**src/rtl/quaternion_arithmetic_unit_assert.svh**
```systemverilog
// ---------------------------------------------------------------------------
// Assertion macros used by the quaternion unit top level
// ---------------------------------------------------------------------------
`ifndef QUATERNION_ARITHMETIC_UNIT_ASSERT_SVH
`define QUATERNION_ARITHMETIC_UNIT_ASSERT_SVH

// Same-cycle implication
`define QAU_ASSERT_IMPLY(label, clk, rst, ante, cons) \
   label: assert property (@(posedge clk) disable iff (rst) (ante) |-> (cons)) \
      else $error("quaternion unit: implication check failed");

// Delayed implication; the gap argument sets how far past the next edge the consequent lands
`define QAU_ASSERT_AFTER(label, clk, rst, ante, gap, cons) \
   label: assert property (@(posedge clk) disable iff (rst) (ante) |=> ##gap (cons)) \
      else $error("quaternion unit: latency check failed");

`endif

```
**src/rtl/qau_pkg.sv**
```systemverilog
`timescale 1ns / 1ps
// ---------------------------------------------------------------------------
// qau_pkg
// Widths, command codes and lane types for the quaternion unit.
// ---------------------------------------------------------------------------
package qau_pkg;

   localparam int DATA_WIDTH = 16;
   localparam int FRAC_BITS  = 12;
   localparam int CMD_WIDTH  = 4;
   localparam int TOL_WIDTH  = 8;
   localparam int NUM_LANES  = 4;
   localparam int NUM_TERMS  = 4;

   // x operand carries its sign change, so one extra bit
   localparam int XW         = DATA_WIDTH + 1;
   localparam int PROD_WIDTH = XW + DATA_WIDTH;
   localparam int SUM_WIDTH  = PROD_WIDTH + $clog2(NUM_TERMS);

   typedef logic [DATA_WIDTH-1:0] data_type;

   typedef enum logic [CMD_WIDTH-1:0] {
      CMD_ADD     = 4'd0,
      CMD_SUB     = 4'd1,
      CMD_MUL     = 4'd2,
      CMD_NEG     = 4'd3,
      CMD_CONJ    = 4'd4,
      CMD_SCALE   = 4'd5,
      CMD_ADDREAL = 4'd6,
      CMD_DOT     = 4'd7,
      CMD_CROSS   = 4'd8,
      CMD_NORMSQ  = 4'd9,
      CMD_EQUAL   = 4'd10,
      CMD_NONZERO = 4'd11
   } cmd_type;

   // one signed product term: x (already negated if needed) times y
   typedef struct packed {
      logic [XW-1:0]         x;
      logic [DATA_WIDTH-1:0] y;
   } term_type;

   typedef struct packed {
      term_type [NUM_TERMS-1:0] terms;
      logic                     frac_shift;
   } lane_op_type;

   typedef struct packed {
      logic use_sum;
      logic flag;
   } item_info_type;

   typedef struct packed {
      logic                  sat;
      logic [DATA_WIDTH-1:0] value;
   } lane_res_type;

   typedef struct packed {
      logic mul;
      logic sum;
   } stage_en_type;

   localparam data_type ONE = data_type'(1);

   function automatic term_type make_term(data_type x, data_type y, logic neg);
      logic [XW-1:0] xe;
      term_type      t;
      xe  = {x[DATA_WIDTH-1], x};
      t.x = neg ? (~xe + XW'(1)) : xe;
      t.y = y;
      return t;
   endfunction

endpackage

```
**src/rtl/qau_lane.sv**
```systemverilog
`timescale 1ns / 1ps
// ---------------------------------------------------------------------------
// qau_lane
// One component: four products, then sum, optional fraction shift, clip.
// ---------------------------------------------------------------------------
module qau_lane (
   input  logic                  clock,
   input  qau_pkg::stage_en_type en,
   input  qau_pkg::lane_op_type  op,
   output qau_pkg::lane_res_type res_ff
);
   import qau_pkg::*;

   localparam logic signed [SUM_WIDTH-1:0] SAT_MAX =
      $signed({{(SUM_WIDTH-DATA_WIDTH+1){1'b0}}, {(DATA_WIDTH-1){1'b1}}});
   localparam logic signed [SUM_WIDTH-1:0] SAT_MIN = -SAT_MAX - SUM_WIDTH'(1);

   logic signed [PROD_WIDTH-1:0] prod_ff [NUM_TERMS];
   logic                         frac_ff;
   logic signed [SUM_WIDTH-1:0]  sum;
   logic signed [SUM_WIDTH-1:0]  shifted;
   lane_res_type                 res_in;

   // product stage
   always_ff @(posedge clock) begin
      if (en.mul) begin
         for (int k = 0; k < NUM_TERMS; k++)
            prod_ff[k] <= $signed(op.terms[k].x) * $signed(op.terms[k].y);
         frac_ff <= op.frac_shift;
      end
   end

   always_comb begin
      sum = '0;
      for (int k = 0; k < NUM_TERMS; k++)
         sum = sum + SUM_WIDTH'(prod_ff[k]);
      shifted = frac_ff ? (sum >>> FRAC_BITS) : sum;
      priority if (shifted > SAT_MAX) begin
         res_in.value = SAT_MAX[DATA_WIDTH-1:0];
         res_in.sat   = 1'b1;
      end else if (shifted < SAT_MIN) begin
         res_in.value = SAT_MIN[DATA_WIDTH-1:0];
         res_in.sat   = 1'b1;
      end else begin
         res_in.value = shifted[DATA_WIDTH-1:0];
         res_in.sat   = 1'b0;
      end
   end

   // sum and clip stage
   always_ff @(posedge clock) begin
      if (en.sum) begin
         res_ff <= res_in;
      end
   end

endmodule

```
**config.mk**
```make
export PLATFORM = sky130hd
export DESIGN_NAME = qau_lane
export DESIGN_NICKNAME = d
export VERILOG_FILES = /design/src/rtl/quaternion_arithmetic_unit_assert.svh /design/src/rtl/qau_pkg.sv /design/src/rtl/qau_lane.sv
export SDC_FILE = /design/constraint.sdc
export NUM_CORES = 2
export LEC_CHECK = 0
export BUFFER_PORTS_ARGS = -buffer_cell sky130_fd_sc_hd__buf_4
export CAP_MARGIN = 0
export CORE_MARGIN = 4
export CORE_UTILIZATION = 60
export DETAILED_ROUTE_END_ITERATION = 12
export PLACE_DENSITY = 0.8
export SETUP_SLACK_MARGIN = 0.2
export SLEW_MARGIN = 20
export SYNTH_ARGS = -nofsm -noshare
export SYNTH_HDL_FRONTEND = slang
export SYNTH_SLANG_ARGS = --single-unit
```
**constraint.sdc**
```tcl
create_clock -name clock -period 7.8 [get_ports clock]
set_input_delay 0.78 -clock clock [delete_from_list [all_inputs] [get_ports clock]]
set_output_delay 0.78 -clock clock [all_outputs]
set_load 0.005 [all_outputs]
```
[Yosys cells after proc, flatten, opt, wreduce, memory -nomap -nowiden]
Memory sizes are Yosys's and may differ from the RTL's.
Cells that the tools add are included.
Storage, ports and cells
  output and inout port bits: 17
  flip-flop bits (word level): 18
  RAM bits: 132
  bits in read-only memories: 0
  latch bits: 0
  input port bits: 136
  logic and storage cells: 17
  memories: 1
Operators by class
  shift-type cells: 0
  divide/modulo/power cells: 0
  bitwise logic cells: 0
  add/subtract/negate cells: 3
  mux-type cells: 4
  eq/ne operators: 0
  $lt $le $gt $ge: 2
  $mul: 4
  reductions and logical operators: 0
Memories
  prod_ff: depth 4, width 33, rd ports 4, clocked after Yosys merged registers in 0, write ports 4, line qau_lane.sv:18  | logic signed [PROD_WIDTH-1:0] prod_ff [NUM_TERMS];
Operators by type and width (count)
  $mul 17x16->33: 4
  $add 34x33->35: 1
  $add 35x33->35: 1
  $gt 35x16->1 const B: 1
  $lt 35x16->1 const B: 1
  $add 33x33->34: 1
  $mux 34: 1
  $mux 17: 1
  $mux 1: 2

[Logic depth before layout (Yosys ltp)]
  word-level depth: 6
  gate-level depth with buffers: 25
  mapped depth without buffers: 24

[Least setup slack after synthesis]
No wires, ideal clock.
  kind: input -> register
  from: input op[5] in the netlist's numbering
  to: memory prod_ff[0][32] in the netlist's numbering (data pin)
  slack: 748 ps
  stages on the path: 23
  buffers on the path: 2
  arrival time: 6794 ps
  data required time: 7542 ps
  setup time: 258 ps
  cells stage by stage: clkbuf_1 -> clkbuf_1 -> nand2_1 -> fa_1 -> inv_1 -> fa_1 -> inv_1 -> fa_1 -> fa_1 -> fa_1 -> fa_1 -> inv_1 -> ha_1 -> a211o_1 -> or3_1 -> o211a_1 -> nor3b_1 -> o41ai_2 -> o2111ai_1 -> nand2_1 -> o2111ai_1 -> o31a_1 -> xnor2_1
RTL lines
  from (decl): line qau_lane.sv:9  | input qau_pkg::lane_op_type op,
  to (decl): line qau_lane.sv:18

==> key figures <==
Timing
  – Max-slew violations: 0
  – Fraction of the cycle the final worst path needs: about 90%
  – Final worst setup slack: roughly 810 ps
  – Final min period: 6990 ps
  – Worst Max-Slew Pin Slew: roughly 1000 ps
  – Peak Freq: approximately 140 MHz
  – Clock skew: 14.0 ps
  – Slew margin rel.: 32.1%
  – RSZ-0062 raised after global routing: false
  – Setup TNS Final: 0 ps
  – Endpoints failing setup: 0
  – Final Hold Fails: 0

Worst setup path
  – CP dominant cell by count: fa_1
  – Worst Path Required: around 8000 ps
  – Top Family by Delay on Critical Path: adder cells
  – Max stage delay on crit path: between 600 and 700 ps
  – CP arrival: 7180 ps
  – Critical Path Start Type: input port
  – Element type at the critical path end: flop
  – Crit Path Class: input port to flop
  – CP bufs+invs: 6
  – Critical path, cell by cell: buf_4 -> nand2_1 -> inv_1 -> fa_1 -> inv_1 -> fa_1 -> inv_1 -> fa_1 -> fa_1 -> fa_1 -> inv_1 -> fa_1 -> inv_1 -> ha_1 -> a21o_1 -> a21o_1 -> a21oi_1 -> o21ai_0 -> a31o_1 -> or4_1 -> and3_1 -> o31ai_1 -> mux2i_1 -> nand3_1
  – Critical path peak fanout: 17
  – Slowest cell on the critical path: fa_1

Global route
  – Global route overflow: 0
  – Most Crowded Layer GR: met2
  – Largest net degree at the start of global routing: 76
  – Vias in the first global route: between 30000 and 40000
  – First-pass GRT wire length: 201000 um
  – Met1 Usage GRT: 35.8%
  – GRT met3 Usage: 3.94%
  – Antenna violations before repair: 0
  – Global Route Usage Sum: 28.3%
  – GRT met2 Usage: between 40% and 50%

CTS
  – Cts bufs inserted: 17
  – Setup bufs post-CTS: 0
  – Hold-fix buffers, CTS: 0
  – Maximum root-to-sink buffer count: 2
  – Clock Latency Late Sink: 460 ps
  – CTS tree: built
  – CTS H-tree lvls: 4
  – Cts repair resizes: 0
  – CTS Root Cell: clkbuf_16
  – CTS sink count: 150
  – Clock slew at reported path FFs: around 60 ps

Routing
  – Drt total wl: 119000 um
  – Antenna Violating Nets Remaining: 0
  – # DRC: 0
  – Initial drt markers: ~2500
  – TritonRoute pass-1 iters: 5
  – Via density: 5.56
  – Drt wl/cell: 18.4 um
  – Vias: around 36000

Place
  – Pre-CTS WS: 381 ps
  – Buffers added on ports: 152
  – Routability cong.: between 0.9 and 1
  – HPWL after detailed placement: 100000 um

Floorplan
  – Die H: around 300 um
  – Top Ports: 153
  – Core ar.: 82600 um2
  – Core Rows: ~110
  – Initial core utilization: 60.9%
  – DIE WIDTH: 298 um
  – Die ar.: 88500 um2

Layout
  – Fillers: 6639
  – Final Util: 63.9%
  – Fraction of layout cells with a size suffix above 1: 4.26%
  – Layout area overhead: 4.94%
  – Antenna cells: 0
  – Final #Nets: 7061

Synth
  – Post-synth EDFFs: 150
  – Mapped Nets: 7058
  – Post-synthesis sequential area ratio: 8.96%
  – Synth unique cells: 92
  – Mapped Area: 50300 um2
  – Top FF cell, synth: edfxtp_1
  – Post-synth ARST share: 0%
  – Ys Warns: 0
  – Gate Count Post-Synth: 5381
  – Mean Syn Cell Area: 9.35 um2
  – Seq cells post-synth: 150

Run
  – MaxCap Viol Count: 0

Status
  – Outcome: complete, no violations

Worst hold path
  – Hold Path Class: input port to flop
stage by stage:
| stage | instance area [um2] | std cells | hold WS (ps) |
|---|---|---|---|
| 2_1_floorplan | 50300 | 5381 | 730 |
| 3_3_place_gp | 52100 | 6435 | 887 |
| 3_5_place_dp | 52100 | 6435 | 865 |
| 6_report | 52800 | 6467 | 513 |
| 4_1_cts | 52800 | 6467 | 488 |
| 5_1_grt | 52800 | 6467 | 494 |
placed cells by master (no fill, tap or decap), types with 9 or more instances in the layout:
cell	instances
a211oi_1	24
a21o_1	55
a21oi_1	109
a31oi_1	14
and2_1	418
and3_1	14
buf_4	155
clkbuf_16	17
edfxtp_1	150
fa_1	1171
ha_1	370
inv_1	1462
nand2_1	687
nand2b_1	45
nand3_1	38
nand4_1	18
nor2_1	156
nor3_1	35
o211ai_1	10
o21a_1	26
o21ai_0	63
o21bai_1	14
o31ai_1	9
or3_1	14
xnor2_1	125
xor2_1	39
cell usage after synthesis, drive strengths merged, types with 4 or more instances:
cell     instances  area share, %
a21oi          110            1.1
buf              9          0.087
o21ai           65           0.65
o21a            26           0.39
nand2b          45           0.56
ha             370            9.2
nand4           19           0.27
a41o             4          0.080
nand3           38           0.38
o211ai          14           0.25
a211oi          30           0.52
o41ai            4          0.085
fa            1171             47
xnor2          127            2.3
nor3            38           0.41
or4              5          0.075
o31ai           11           0.20
and2           418            5.2
xor2            39           0.68
o2111ai          8           0.14
a311oi           4          0.082
or3             14           0.17
nor2           157            1.2
and4             7           0.12
inv           1462             11
nor2b            8           0.10
edfxtp         150            9.0
a31oi           15           0.22
clkbuf         162            1.2
nor4             6           0.13
and3            14           0.17
nand2          687            5.1
a21o            55           0.82
a211o            9           0.16
a31o             6           0.10
o21bai          15           0.25
path summary, 6_finish.rpt:
kind / slack (ps) / cells after the start / start / end
max reg2reg: 2560 / 15 / prod_ff[2][3] / res_ff[10]
max: 810 / 24 / op[35] / prod_ff[1][31]
min: 510 / 1 / op[0] / frac_ff
min reg2reg: 880 / 3 / prod_ff[1][0] / res_ff[0]
sequential cells by signal (all words and copies together), names as in the netlist:
signal and flops:
frac_ff 1, prod_ff 132, res_ff 17
worst reg2reg max path, cell delays in order (launching register included):
cell and delay (ps):
edfxtp_1 430, inv_1 210, fa_1 470, fa_1 490
inv_1 40, ha_1 340, o211ai_1 160, o21ai_1 330
nand3_1 270, and4_1 330, nor3_1 540, nor2_1 150
nor3_1 260, a41oi_2 250, o31ai_4 480, nand3_1 190
metal layers:
| metal | wire length, um | vias to the layer above | part of all wire (%) |
|---|---|---|---|
| met1 | 45300 | 18400 | 38 |
| met2 | 60900 | 1284 | 51 |
| met3 | 7000 | 352 | 5.9 |
| li1 | - | 15900 | - |
| met5 | 0 | - | 0 |
| met4 | 5500 | 0 | 4.6 |
kinds of logic (layout without fill, tap and decap cells):
logic type                 Yosys count  in the layout  synth area share, %
AOI/OAI and AO/OA                  414            414                 5.82
xor gates and xnor gates           166            166                 2.94
adders and majority gates         1541           1541                 55.8
buffers and inverters             1634           1650                 12.2
DFF                                150            150                 8.96
muxes                                3              3               0.0622
and+or+nand+nor                   1473           1473                 14.2
layout make-up:
cell class / count / area (um2) / area share (%)
repair buffers: 155 / 1160 / 2.20
well taps: 1070 / 1340 / 2.54
inverters: 1463 / 5490 / 10.4
flip-flops and latches: 150 / 4500 / 8.54
multi-input cells: 3597 / 39600 / 75.1
clock buffers: 18 / 429 / 0.813
clock inverters: 14 / 208 / 0.394
Power is left out: the tool's default activity adds up to more than one toggle a clock period on the data nets, which glitch-free logic cannot reach.
