`src/rtl/quaternion_arithmetic_unit_assert.svh`:
```
// ---------------------------------------------------------------------------
// Assertion macros used by the quaternion unit top level
// ---------------------------------------------------------------------------
`ifndef QUATERNION_ARITHMETIC_UNIT_ASSERT_SVH
`define QUATERNION_ARITHMETIC_UNIT_ASSERT_SVH

// Same-cycle implication
`define QAU_ASSERT_IMPLY(label, clk, rst, ante, cons) \
   label: assert property (@(posedge clk) disable iff (rst) (ante) |-> (cons)) \
      else $error("quaternion unit: implication check failed");

// Delayed implication; the gap argument sets how far past the next edge the consequent lands
`define QAU_ASSERT_AFTER(label, clk, rst, ante, gap, cons) \
   label: assert property (@(posedge clk) disable iff (rst) (ante) |=> ##gap (cons)) \
      else $error("quaternion unit: latency check failed");

`endif

```
`src/rtl/qau_pkg.sv`:
```
`timescale 1ns / 1ps
// ---------------------------------------------------------------------------
// qau_pkg
// Widths, command codes and lane types for the quaternion unit.
// ---------------------------------------------------------------------------
package qau_pkg;

   localparam int DATA_WIDTH = 16;
   localparam int FRAC_BITS  = 12;
   localparam int CMD_WIDTH  = 4;
   localparam int TOL_WIDTH  = 8;
   localparam int NUM_LANES  = 4;
   localparam int NUM_TERMS  = 4;

   // x operand carries its sign change, so one extra bit
   localparam int XW         = DATA_WIDTH + 1;
   localparam int PROD_WIDTH = XW + DATA_WIDTH;
   localparam int SUM_WIDTH  = PROD_WIDTH + $clog2(NUM_TERMS);

   typedef logic [DATA_WIDTH-1:0] data_type;

   typedef enum logic [CMD_WIDTH-1:0] {
      CMD_ADD     = 4'd0,
      CMD_SUB     = 4'd1,
      CMD_MUL     = 4'd2,
      CMD_NEG     = 4'd3,
      CMD_CONJ    = 4'd4,
      CMD_SCALE   = 4'd5,
      CMD_ADDREAL = 4'd6,
      CMD_DOT     = 4'd7,
      CMD_CROSS   = 4'd8,
      CMD_NORMSQ  = 4'd9,
      CMD_EQUAL   = 4'd10,
      CMD_NONZERO = 4'd11
   } cmd_type;

   // one signed product term: x (already negated if needed) times y
   typedef struct packed {
      logic [XW-1:0]         x;
      logic [DATA_WIDTH-1:0] y;
   } term_type;

   typedef struct packed {
      term_type [NUM_TERMS-1:0] terms;
      logic                     frac_shift;
   } lane_op_type;

   typedef struct packed {
      logic use_sum;
      logic flag;
   } item_info_type;

   typedef struct packed {
      logic                  sat;
      logic [DATA_WIDTH-1:0] value;
   } lane_res_type;

   typedef struct packed {
      logic mul;
      logic sum;
   } stage_en_type;

   localparam data_type ONE = data_type'(1);

   function automatic term_type make_term(data_type x, data_type y, logic neg);
      logic [XW-1:0] xe;
      term_type      t;
      xe  = {x[DATA_WIDTH-1], x};
      t.x = neg ? (~xe + XW'(1)) : xe;
      t.y = y;
      return t;
   endfunction

endpackage

```
`src/rtl/qau_merge.sv`:
```
`timescale 1ns / 1ps
// ---------------------------------------------------------------------------
// qau_merge
// Joins the lane results with the test flag into the registered response.
// ---------------------------------------------------------------------------
module qau_merge (
   input  logic                                         clock,
   input  logic                                         reset,
   input  logic                                         valid,
   input  qau_pkg::lane_res_type [qau_pkg::NUM_LANES-1:0] lanes,
   input  qau_pkg::item_info_type                       info,
   output logic                                         strobe_ff,
   output qau_pkg::data_type [qau_pkg::NUM_LANES-1:0]   r_ff,
   output logic                                         sat_ff,
   output logic                                         flag_ff
);
   import qau_pkg::*;

   data_type [NUM_LANES-1:0] r_in;
   logic                     sat_in;
   logic                     any_sat;

   always_comb begin
      any_sat = 1'b0;
      for (int i = 0; i < NUM_LANES; i++) begin
         r_in[i] = info.use_sum ? lanes[i].value : '0;
         any_sat = any_sat | lanes[i].sat;
      end
      sat_in = info.use_sum & any_sat;
   end

   always_ff @(posedge clock) begin
      if (reset) begin
         strobe_ff <= 1'b0;
      end else begin
         strobe_ff <= valid;
      end
   end

   always_ff @(posedge clock) begin
      if (valid) begin
         r_ff    <= r_in;
         sat_ff  <= sat_in;
         flag_ff <= info.flag & ~info.use_sum;
      end
   end

endmodule

```
`config.mk`:
```
export PLATFORM = sky130hd
export DESIGN_NAME = qau_merge
export DESIGN_NICKNAME = d
export VERILOG_FILES = /design/src/rtl/quaternion_arithmetic_unit_assert.svh /design/src/rtl/qau_pkg.sv /design/src/rtl/qau_merge.sv
export SDC_FILE = /design/constraint.sdc
export NUM_CORES = 1
export LEC_CHECK = 0
export BUFFER_PORTS_ARGS = -buffer_cell sky130_fd_sc_hd__buf_2
export CAP_MARGIN = 10
export CORE_ASPECT_RATIO = 0.5
export CORE_MARGIN = 2
export CORE_UTILIZATION = 47
export DETAILED_ROUTE_END_ITERATION = 8
export HOLD_SLACK_MARGIN = 0.03
export PLACE_DENSITY_LB_ADDON = 0.2
export SETUP_SLACK_MARGIN = 0.05
export SYNTH_ARGS = -nofsm -noshare
export SYNTH_HDL_FRONTEND = slang
export SYNTH_SLANG_ARGS = --single-unit
```
`constraint.sdc`:
```
create_clock -name clock -period 1.2 [get_ports clock]
set_input_delay 0.06 -clock clock [delete_from_list [all_inputs] [get_ports clock]]
set_output_delay 0.06 -clock clock [all_outputs]
set_load 0.05 [all_outputs]
```
**Yosys cells after proc, flatten, opt, wreduce, memory -nomap -nowiden**

Cells that the tools add are included.

- Input bits: 73
- Register bits: 67
- Word-level logic and storage cells: 13
- Output and inout bits: 67

- Bitwise gates (word level): 6

Operators by type and width:

| kind | count |
|---|---|
| bitwise OR 1 bit | 3 |
| bitwise AND 1 bit | 2 |
| NOT 1 bit | 1 |

**Logic depth before layout (Yosys ltp)**

Gate-level depths: netlist of the first run.

- Depth after elaboration: 4
- Gate-level depth with buffers: 3
- Mapped depth without buffers: 1

**Worst setup path after synthesis of the first run**

Ideal clock, no wire load.

- Kind: in2reg
- Start: input port lanes[50] (netlist name)
- End: register sat_ff, data pin
- Slack: 0.493 ns
- Stages: 1
- Library setup time: 0.264 ns
- Path buffers: 0
- Arrival time: 0.443 ns
- Required time: 0.936 ns
- Cell sequence: o41a_1

- Word-level cells in the longest chain between the ends: 3

RTL lines:

| what | line | text |
|---|---|---|
| start: declaration | qau_merge.sv:10 | `input qau_pkg::lane_res_type [qau_pkg::NUM_LANES-1:0] lanes,` |
| bitwise OR 1 bit (2 in series) | qau_merge.sv:27 | `any_sat = any_sat \| lanes[i].sat;` |
| bitwise AND 1 bit | qau_merge.sv:29 | `sat_in = info.use_sum & any_sat;` |
| end signal: assignment | qau_merge.sv:43 | `sat_ff <= sat_in;` |
| end: declaration | qau_merge.sv:14 | `output logic sat_ff,` |

Every way passes these cells.
A chain may end at the register's enable or synchronous reset.

**Worst setup path in the final report of the first run**

- Start: input port lanes[50] (netlist name)
- End: register sat_ff, data pin

- Word-level cells in the longest chain between the ends: 3

RTL lines:

| what | line | text |
|---|---|---|
| bitwise OR 1 bit (2 in series) | qau_merge.sv:27 |  |
| bitwise AND 1 bit | qau_merge.sv:29 |  |
| via sat_in | qau_merge.sv:20 | `logic sat_in;` |

The timed path passes the listed nets, and every way through them passes these cells.

==> results of run 1 <==
## layer usage
| layer | share of wire (%) | vias to the layer above | wire (um) |
|---|---|---|---|
| met5 | 0 | - | 0 |
| met2 | 56 | 90 | 3300 |
| met3 | 6.6 | 10 | 386 |
| met4 | 1.6 | 0 | 97 |
| li1 | - | 921 | - |
| met1 | 36 | 920 | 2100 |
## logic make-up (layout without fill, tap and decap cells)
family                 count (synthesis)  count (layout)  synth area share (%)
buffers and inverters                  7             225                  2.81
flip-flops                            67              67                  80.2
AND/OR/NAND/NOR                       66              66                  16.6
AO/OA/AOI/OAI                          1               1                 0.451
## per-stage QoR
step	setup slack, ns	cells	total power (W)	hold slack, ns	area [um^2]
4_1_cts	0.182	427	0.00578	0.0331	4100
6_report	0.146	429	0.00575	0.242	4120
2_1_floorplan	0.493	141	0.00363	0.132	2500
5_1_grt	0.152	429	0.00597	0.260	4120
3_3_place_gp	0.369	345	0.00394	0.219	3250
3_5_place_dp	0.349	345	0.00396	0.229	3250
## flip-flops by register name, indices dropped and copies added (netlist names)
signal	flops
sat_ff	1
flag_ff	1
strobe_ff	1
r_ff	64
## layout make-up
type,count,area share (%)
sequential,67,48.6
timing repair buffer,211,34.9
multi-input combinational,67,10.3
clock buffer,9,3.01
tap,70,2.13
clock inverter,5,1.12
## path summary, 6_finish.rpt
kind | endpoint | slack (ns) | depth (start not counted)
worst max-delay path | sat_ff | 0.15 | 3
worst min-delay path | r_ff[57] | 0.24 | 2
## power breakdown
part / switching [W] / internal [W]
logic: 0.000856 / 0.000416
clock network: 0.000742 / 0.000911
registers: 0.0000464 / 0.00278
## worst max-delay path, delay by kind of cell
family	cells	cell delay [ns]
buffers and inverters	2	0.66
AO/OA/AOI/OAI	1	0.41
## what timing repair did
action,in CTS,in global routing
hold buffers,68,2
setup buffers,0,0
endpoints found under the hold margin,66,2
## cell usage in the layout, fill, tap and decap left out
| cell | instances |
|---|---|
| nor2b_1 | 1 |
| clkinv_2 | 1 |
| clkbuf_8 | 9 |
| buf_12 | 2 |
| buf_2 | 139 |
| o41a_1 | 1 |
| and2_1 | 64 |
| dlygate4sd3_1 | 70 |
| bufinv_16 | 1 |
| edfxtp_1 | 66 |
| dfxtp_1 | 1 |
| clkinv_1 | 3 |
| and2b_1 | 1 |
==> flow_metrics.py, run 1 <==
metrics = {
    "clock_network": {
        "cts_resized": 0,
        "clk_pin_slew_ns": 0.06,
        "cts_inserted_buffers": 9,
        "cts_max_level": 3,
        "cts-root-buf": "clkbuf_8",
        "tritoncts": "built",
        "clkSinkCount": 67,
        "clk_path_buf_depth": 2,
    },
    "logic_synthesis": {
        "avgSynthCellArea_um2": 17.7,
        "synth_common_cells": "66 x edfxtp_1, 64 x and2_1, 4 x buf_6",
        "async_flop_share_pct": 0,
        "netlist_area_um2": 2500,
        "ys_ff_latch": 67,
        "ys_seq_area_share_pct": 80.2,
        "yosysUniqueCellTypes": 9,
        "synthFlopType": "edfxtp_1",
        "yosys_warnings": 0,
        "syn_nets": 214,
        "syn_inst": 141,
        "synthMostInstantiatedCell": "edfxtp_1",
        "synth_top_cell_area_share_pct": 79.4,
        "synth_area_leaders": "edfxtp_1 79%, and2_1 16%, buf_6 1.8%, dfxtp_1 0.80%, buf_8 0.60%",
        "synth-edff-count": 66,
        "yosysTopAreaCell": "edfxtp_1",
    },
    "die": {
        "core-area_um2": 5020,
        "die-area_um2": 5950,
        "initial_core_util_pct": 49.7,
        "die_x_um": 107,
        "rows": 18,
        "io_pins": 140,
        "die_h_um": 55.5,
    },
    "sta": {
        "grt_setup_unrepaired": "no",
        "tns_ns": 0,
        "fin_crit_sh_pct": 87.9,
        "hold_viol_final": 0,
        "drv_slew": 0,
        "max_freq_ghz": 0.949,
        "worst_pin_slew_ns": 0.346,
        "finalCriticalPeriod_ns": 1.05,
        "slew_headroom_pct": 76.9,
        "finalSetupViolations": 0,
    },
    "layout": {
        "antennaDiodeCount": 0,
        "register_area_um2": 2000,
        "multi_input_comb_area_um2": 425,
        "drive_gt1_share_pct": 42.3,
        "nets": 429,
        "synthToLayoutAreaGrowth_pct": 65.0,
        "fin_util_pct": 82.1,
        "final.fill_count": 270,
    },
    "route": {
        "first_pass_iters": 4,
        "drt_iter0_markers": 80,
        "wl_per_cell_um": 13.7,
        "via_per_inst": 4.52,
        "post-route-drc-count": 0,
        "antenna_left": 0,
        "num_vias": 1941,
        "routed_wl_um": 5890,
    },
    "critical_path": {
        "critPathKind": "primary input to flip-flop",
        "required_ns": 1.27,
        "crit_start": "lanes[50]",
        "critPathMaxStageDelay_ns": 0.54,
        "critPathLaunchType": "primary input",
        "crit_arrival_ns": 1.13,
        "critPathCaptureType": "flip-flop",
        "crit_slowest_cell": "dlygate4sd3_1",
        "critPathMaxFanout": 1,
        "cp_cell_sequence": "dlygate4sd3_1 > buf_2 > o41a_1",
    },
    "placement": {
        "port_buffers": 139,
        "place_congestion": 0.620,
    },
    "grt": {
        "grt_util_met1_pct": 21.0,
        "grt_pass1_vias": 2032,
        "track_usage_pct": 21.1,
        "grt_overflow_total": 0,
        "grt_pass1_wl_um": 9210,
        "grt_max_degree": 68,
        "groute.layer.met2.usage_pct": 40.4,
        "use_met3_pct": 7.20,
        "antenna_found_initial": 0,
        "gr-max-usage-layer": "met2",
    },
    "outcome": {
        "status": "complete, no violations",
    },
    "power": {
        "ir_worst_vdd_mv": 0.864,
        "power.density_nw_per_um2": 1390,
        "leakage_nw": 1.77,
    },
    "worst_hold_path": {
        "hold_path.class": "primary input to flip-flop",
        "hp-start": "valid",
    },
    "run": {
        "drv_cap": 0,
    },
}
Note: power is estimated with default switching activity, not from simulation.
==> inputs of run 2 (changes only) <==
Settings changed: CORE_UTILIZATION 47 to 40, SLEW_MARGIN set to 30.
==> run 2 against run 1 <==
Against the previous run: worst hold slack got worse by 0.21 ns; sequential power about the same; core utilization down 14 points; count of clock-buffer cells in the layout unchanged; die area is 17% higher; critical path type is now flip-flop to output pin.
==> flow_metrics.py, run 2 (synthesis gave the netlist of run 1 again) <==
metrics = {
    "route": {
        "num_vias": 1823,
        "wl_per_cell_um": 12.8,
        "first_pass_iters": 2,
        "via_per_inst": 4.20,
        "post-route-drc-count": 0,
        "routed_wl_um": 5540,
        "drt_iter0_markers": 88,
        "antenna_left": 0,
    },
    "clock_network": {
        "clk_pin_slew_ns": 0.05,
        "clkSinkCount": 67,
        "cts_inserted_buffers": 9,
        "cts-root-buf": "clkbuf_16",
        "clk_path_buf_depth": 2,
        "cts_max_level": 3,
        "tritoncts": "built",
        "postCtsSetupBuffers": 0,
    },
    "layout": {
        "largest_register_ffs": 64,
        "largest_register": "r_ff",
        "drive_gt1_share_pct": 45.4,
        "final_area_um2": 4150,
        "most-common-layout-cells": "139 x buf_2, 66 x edfxtp_1, 64 x and2_1, 54 x dlygate4sd3_1, 9 x clkbuf_16",
        "final_common_cell": "buf_2",
        "synthToLayoutAreaGrowth_pct": 66.2,
        "antennaDiodeCount": 0,
        "nets": 414,
    },
    "power": {
        "p_clk_share_pct": 40.2,
        "seq_power_share_pct": 41.6,
        "leakage_nw": 1.77,
        "swShare_pct": 26.6,
        "switchingPower_w": 0.00180,
        "ir_worst_vdd_mv": 1.01,
        "pwr-share-comb_pct": 18.2,
        "p_int_w": 0.00497,
        "power.density_nw_per_um2": 1630,
    },
    "die": {
        "io_pins": 140,
        "die-area_um2": 6930,
        "core-area_um2": 6060,
        "die_h_um": 59.9,
        "rows": 20,
        "initial_core_util_pct": 41.2,
        "die_x_um": 116,
    },
    "critical_path": {
        "crit_slowest_cell": "edfxtp_1",
        "cp_cell_sequence": "buf_2",
        "required_ns": 1.14,
        "cp_top_family": "flip-flops",
        "critPathMaxStageDelay_ns": 0.38,
        "critPathCaptureType": "output pin",
        "critPathMaxFanout": 1,
        "critPathLaunchType": "flip-flop",
        "crit_arrival_ns": 0.93,
        "critPathKind": "flip-flop to output pin",
        "path_buf_inv": 1,
    },
    "placement": {
        "place_congestion": 0.644,
        "port_buffers": 139,
        "place_area_um2": 3290,
        "hpwl_um": 3540,
    },
    "sta": {
        "tns_ns": 0,
        "finalSetupViolations": 0,
        "fin_crit_sh_pct": 82.5,
        "finalCriticalPeriod_ns": 0.990,
        "slew_headroom_pct": 79.6,
        "drv_slew": 0,
        "worst_pin_slew_ns": 0.307,
        "grt_setup_unrepaired": "no",
        "hold_viol_final": 0,
        "max_freq_ghz": 1.01,
    },
    "grt": {
        "antenna_found_initial": 0,
        "grt_pass1_wl_um": 8110,
        "grt_overflow_total": 0,
        "track_usage_pct": 16.4,
        "grt_max_degree": 67,
        "grt_pass1_vias": 1800,
    },
    "run": {
        "drv_cap": 0,
    },
    "outcome": {
        "status": "complete, no violations",
    },
    "worst_hold_path": {
        "hold_path.class": "primary input to flip-flop",
    },
}
## run 2: cell types whose count changed in the layout (fill, tap and decap cells not counted), moves of 2 or more
cell | previous run | this run
clkinvlp_4 | 0 | 2
clkbuf_8 | 9 | 0
dlygate4sd3_1 | 70 | 54
clkbuf_16 | 0 | 9
clkinv_1 | 3 | 1
## run 2: repair_timing
action	4_1_cts	5_1_grt
hold buffers	53	1
hold endpoints to repair	53	1
resized for setup	0	0
## run 2: worst paths after layout
kind,cells past startpoint,startpoint,end
max,1,r_ff[48],r_ff[48]
min,2,lanes[43],r_ff[41]
## run 2: layer usage
layer / wire length (um) / GRT usage (%) / vias to the layer above
met1: 1980 / 15.8 / 851
met2: 3120 / 31.3 / 66
li1: - / - / 894
met4: 127 / 8.33 / 0
met3: 318 / 6.29 / 12
met5: 0 / 0 / -
## run 2: cell type report
| type | count | area [um^2] |
|---|---|---|
| clock inverters | 7 | 92.6 |
| multi-input cells | 67 | 425 |
| flip-flops and latches | 67 | 2000 |
| well taps | 88 | 110 |
| repair buffers | 196 | 1300 |
| fillers | 456 | 1900 |
| clock buffers | 9 | 225 |
## run 2: power groups by stage
stage	clock, W	combinational, W	sequential (W)
final	0.00272	0.00123	0.00282
after detailed placement	0	0.00110	0.00287
after global routing	0.00290	0.00130	0.00283
after floorplan	0	0.000110	0.00352
after global placement	0	0.00109	0.00286
after CTS	0.00279	0.00124	0.00282
## run 2: per-stage QoR
step | setup WS [ns] | utilization, % | cells | total power (W) | hold slack [ns]
final | 0.210 | 68.6 | 434 | 0.00678 | 0.0286
after global routing | 0.173 | 68.6 | 434 | 0.00703 | 0.0267
after CTS | 0.194 | 68.4 | 433 | 0.00685 | 0.0315
after detailed placement | 0.259 | 54.4 | 364 | 0.00397 | 0.219
after global placement | 0.291 | 54.4 | 364 | 0.00395 | 0.217
after floorplan | 0.493 | - | 141 | 0.00363 | 0.132
==> inputs of run 3 (changes only) <==
Settings changed: CORE_UTILIZATION 40 to 39.
Clock period 1.2 ns to 0.9 ns, I/O delays scaled along.
==> run 3 against run 2 <==
Against the previous run: the flow now finishes with violations (negative setup slack); setup slack lost 0.27 ns; cell count grew 3.0%; total power grew 32%; count of clock-buffer cells in the layout grew 5; clock power grew 15%; critical path depth is the same; first-iteration DRC count shrank 25%; core utilization grew 7.4 points; largest cell class unchanged.
==> flow_metrics.py, run 3 (synthesis gave the netlist of run 1 again) <==
metrics = {
    "layout": {
        "final_common_cell": "buf_2",
        "synthToLayoutAreaGrowth_pct": 86.6,
        "most-common-layout-cells": "72 x buf_2, 66 x edfxtp_1, 66 x dlygate4sd3_1, 66 x buf_6, 64 x and2_1",
        "antennaDiodeCount": 0,
        "nets": 427,
        "final_cells": 447,
        "drive_gt1_share_pct": 43.7,
        "final.fill_count": 378,
        "largest_register": "r_ff",
        "largest_register_ffs": 64,
    },
    "critical_path": {
        "critPathLaunchType": "flip-flop",
        "cp_cell_sequence": "buf_6",
        "critPathKind": "flip-flop to output pin",
        "critPathMaxStageDelay_ns": 0.41,
        "cp.depth": 1,
        "path_buf_inv": 1,
        "critPathCaptureType": "output pin",
        "required_ns": 0.85,
        "crit_slowest_cell": "edfxtp_1",
        "critPathMaxFanout": 1,
        "crit_arrival_ns": 0.92,
        "cp_top_family": "flip-flops",
    },
    "route": {
        "wl_per_cell_um": 13.6,
        "post-route-drc-count": 0,
        "routed_wl_um": 6070,
        "first_pass_iters": 4,
        "num_vias": 1883,
        "drt_iter0_markers": 66,
        "via_per_inst": 4.21,
        "antenna_left": 0,
    },
    "grt": {
        "antenna_found_initial": 0,
        "track_usage_pct": 18.5,
        "grt_pass1_vias": 1990,
        "grt_overflow_total": 0,
        "grt_pass1_wl_um": 9300,
        "grt_max_degree": 39,
    },
    "sta": {
        "slew_headroom_pct": 86.0,
        "finalWorstSetupSlack_ns": -0.0601,
        "hold_viol_final": 0,
        "finalSetupViolations": 62,
        "tns_ns": -1.16,
        "grt_setup_unrepaired": "yes",
        "fin_crit_sh_pct": 107,
        "drv_slew": 0,
        "max_freq_ghz": 1.04,
        "worst_pin_slew_ns": 0.210,
        "finalCriticalPeriod_ns": 0.960,
    },
    "die": {
        "initial_core_util_pct": 40.7,
        "io_pins": 140,
        "die_h_um": 60.6,
        "die_x_um": 117,
        "core-area_um2": 6130,
        "rows": 20,
        "die-area_um2": 7100,
    },
    "placement": {
        "hpwl_um": 3430,
        "port_buffers": 139,
        "place_congestion": 0.657,
        "placed_cells": 365,
    },
    "worst_hold_path": {
        "whs_path_depth": 2,
        "hold_path.class": "primary input to flip-flop",
    },
    "power": {
        "total_power_w": 0.00894,
        "swShare_pct": 26.6,
        "pwr-share-comb_pct": 22.1,
        "switchingPower_w": 0.00238,
        "p_clk_share_pct": 35.0,
        "power.density_nw_per_um2": 1920,
        "seq_power_share_pct": 42.9,
        "p_int_w": 0.00655,
        "ir_worst_vdd_mv": 1.15,
        "leakage_nw": 1.96,
    },
    "run": {
        "drv_cap": 0,
    },
    "clock_network": {
        "cts_max_level": 3,
        "clkSinkCount": 67,
        "clk_path_buf_depth": 2,
        "cts_inserted_buffers": 9,
        "cts-root-buf": "clkbuf_16",
        "tritoncts": "built",
        "clk_pin_slew_ns": 0.05,
        "postCtsSetupBuffers": 0,
    },
    "outcome": {
        "violations": "negative setup slack",
        "status": "complete, but fails checks",
    },
}
run 3: repair_timing:
item                                    in CTS  in global routing
hold endpoints to repair                    67                  0
pin swaps                                    0                  0
endpoints found under the setup margin      67                 67
gates resized for setup                    135                  1
hold buffers                                66                  0
run 3: routing by layer:
layer,vias to the layer above,track usage [%],share of wire (%)
li1,918,-,-
met1,877,17.7,35
met2,73,35.0,57
met3,15,7.89,6.0
met4,0,9.24,2.5
met5,-,0,0
run 3: final timing paths:
path,from,to,slack (ns)
worst max-delay path,r_ff[53],r_ff[53],-0.06
worst min-delay path,lanes[16],sat_ff,0.03
run 3: stage by stage:
stage | setup slack, ns | hold slack [ns] | util (%) | area [um^2]
5_1_grt | -0.0905 | 0.0438 | 76.0 | 4660
4_1_cts | -0.0628 | -0.00721 | 75.9 | 4660
3_5_place_dp | 0.101 | 0.205 | 53.8 | 3300
6_report | -0.0601 | 0.0301 | 76.0 | 4660
3_3_place_gp | 0.105 | 0.204 | 53.8 | 3300
2_1_floorplan | 0.208 | 0.117 | - | 2500
run 3: power by group through the flow:
stage	combinational, W	sequential, W	clock (W)
final	0.00198	0.00383	0.00312
after CTS	0.00197	0.00383	0.00324
after global routing	0.00207	0.00386	0.00334
after detailed placement	0.00146	0.00382	0
after global placement	0.00145	0.00382	0
after floorplan	0.000146	0.00470	0
run 3: final cells by class:
cell class	instances	area, um^2	share of cell area [%]
clock inverter	2	10.0	0.215
timing repair buffer	209	1850	39.6
clock buffer	14	264	5.67
multi-input combinational	67	425	9.13
sequential	67	2000	43.0
tap	88	110	2.36
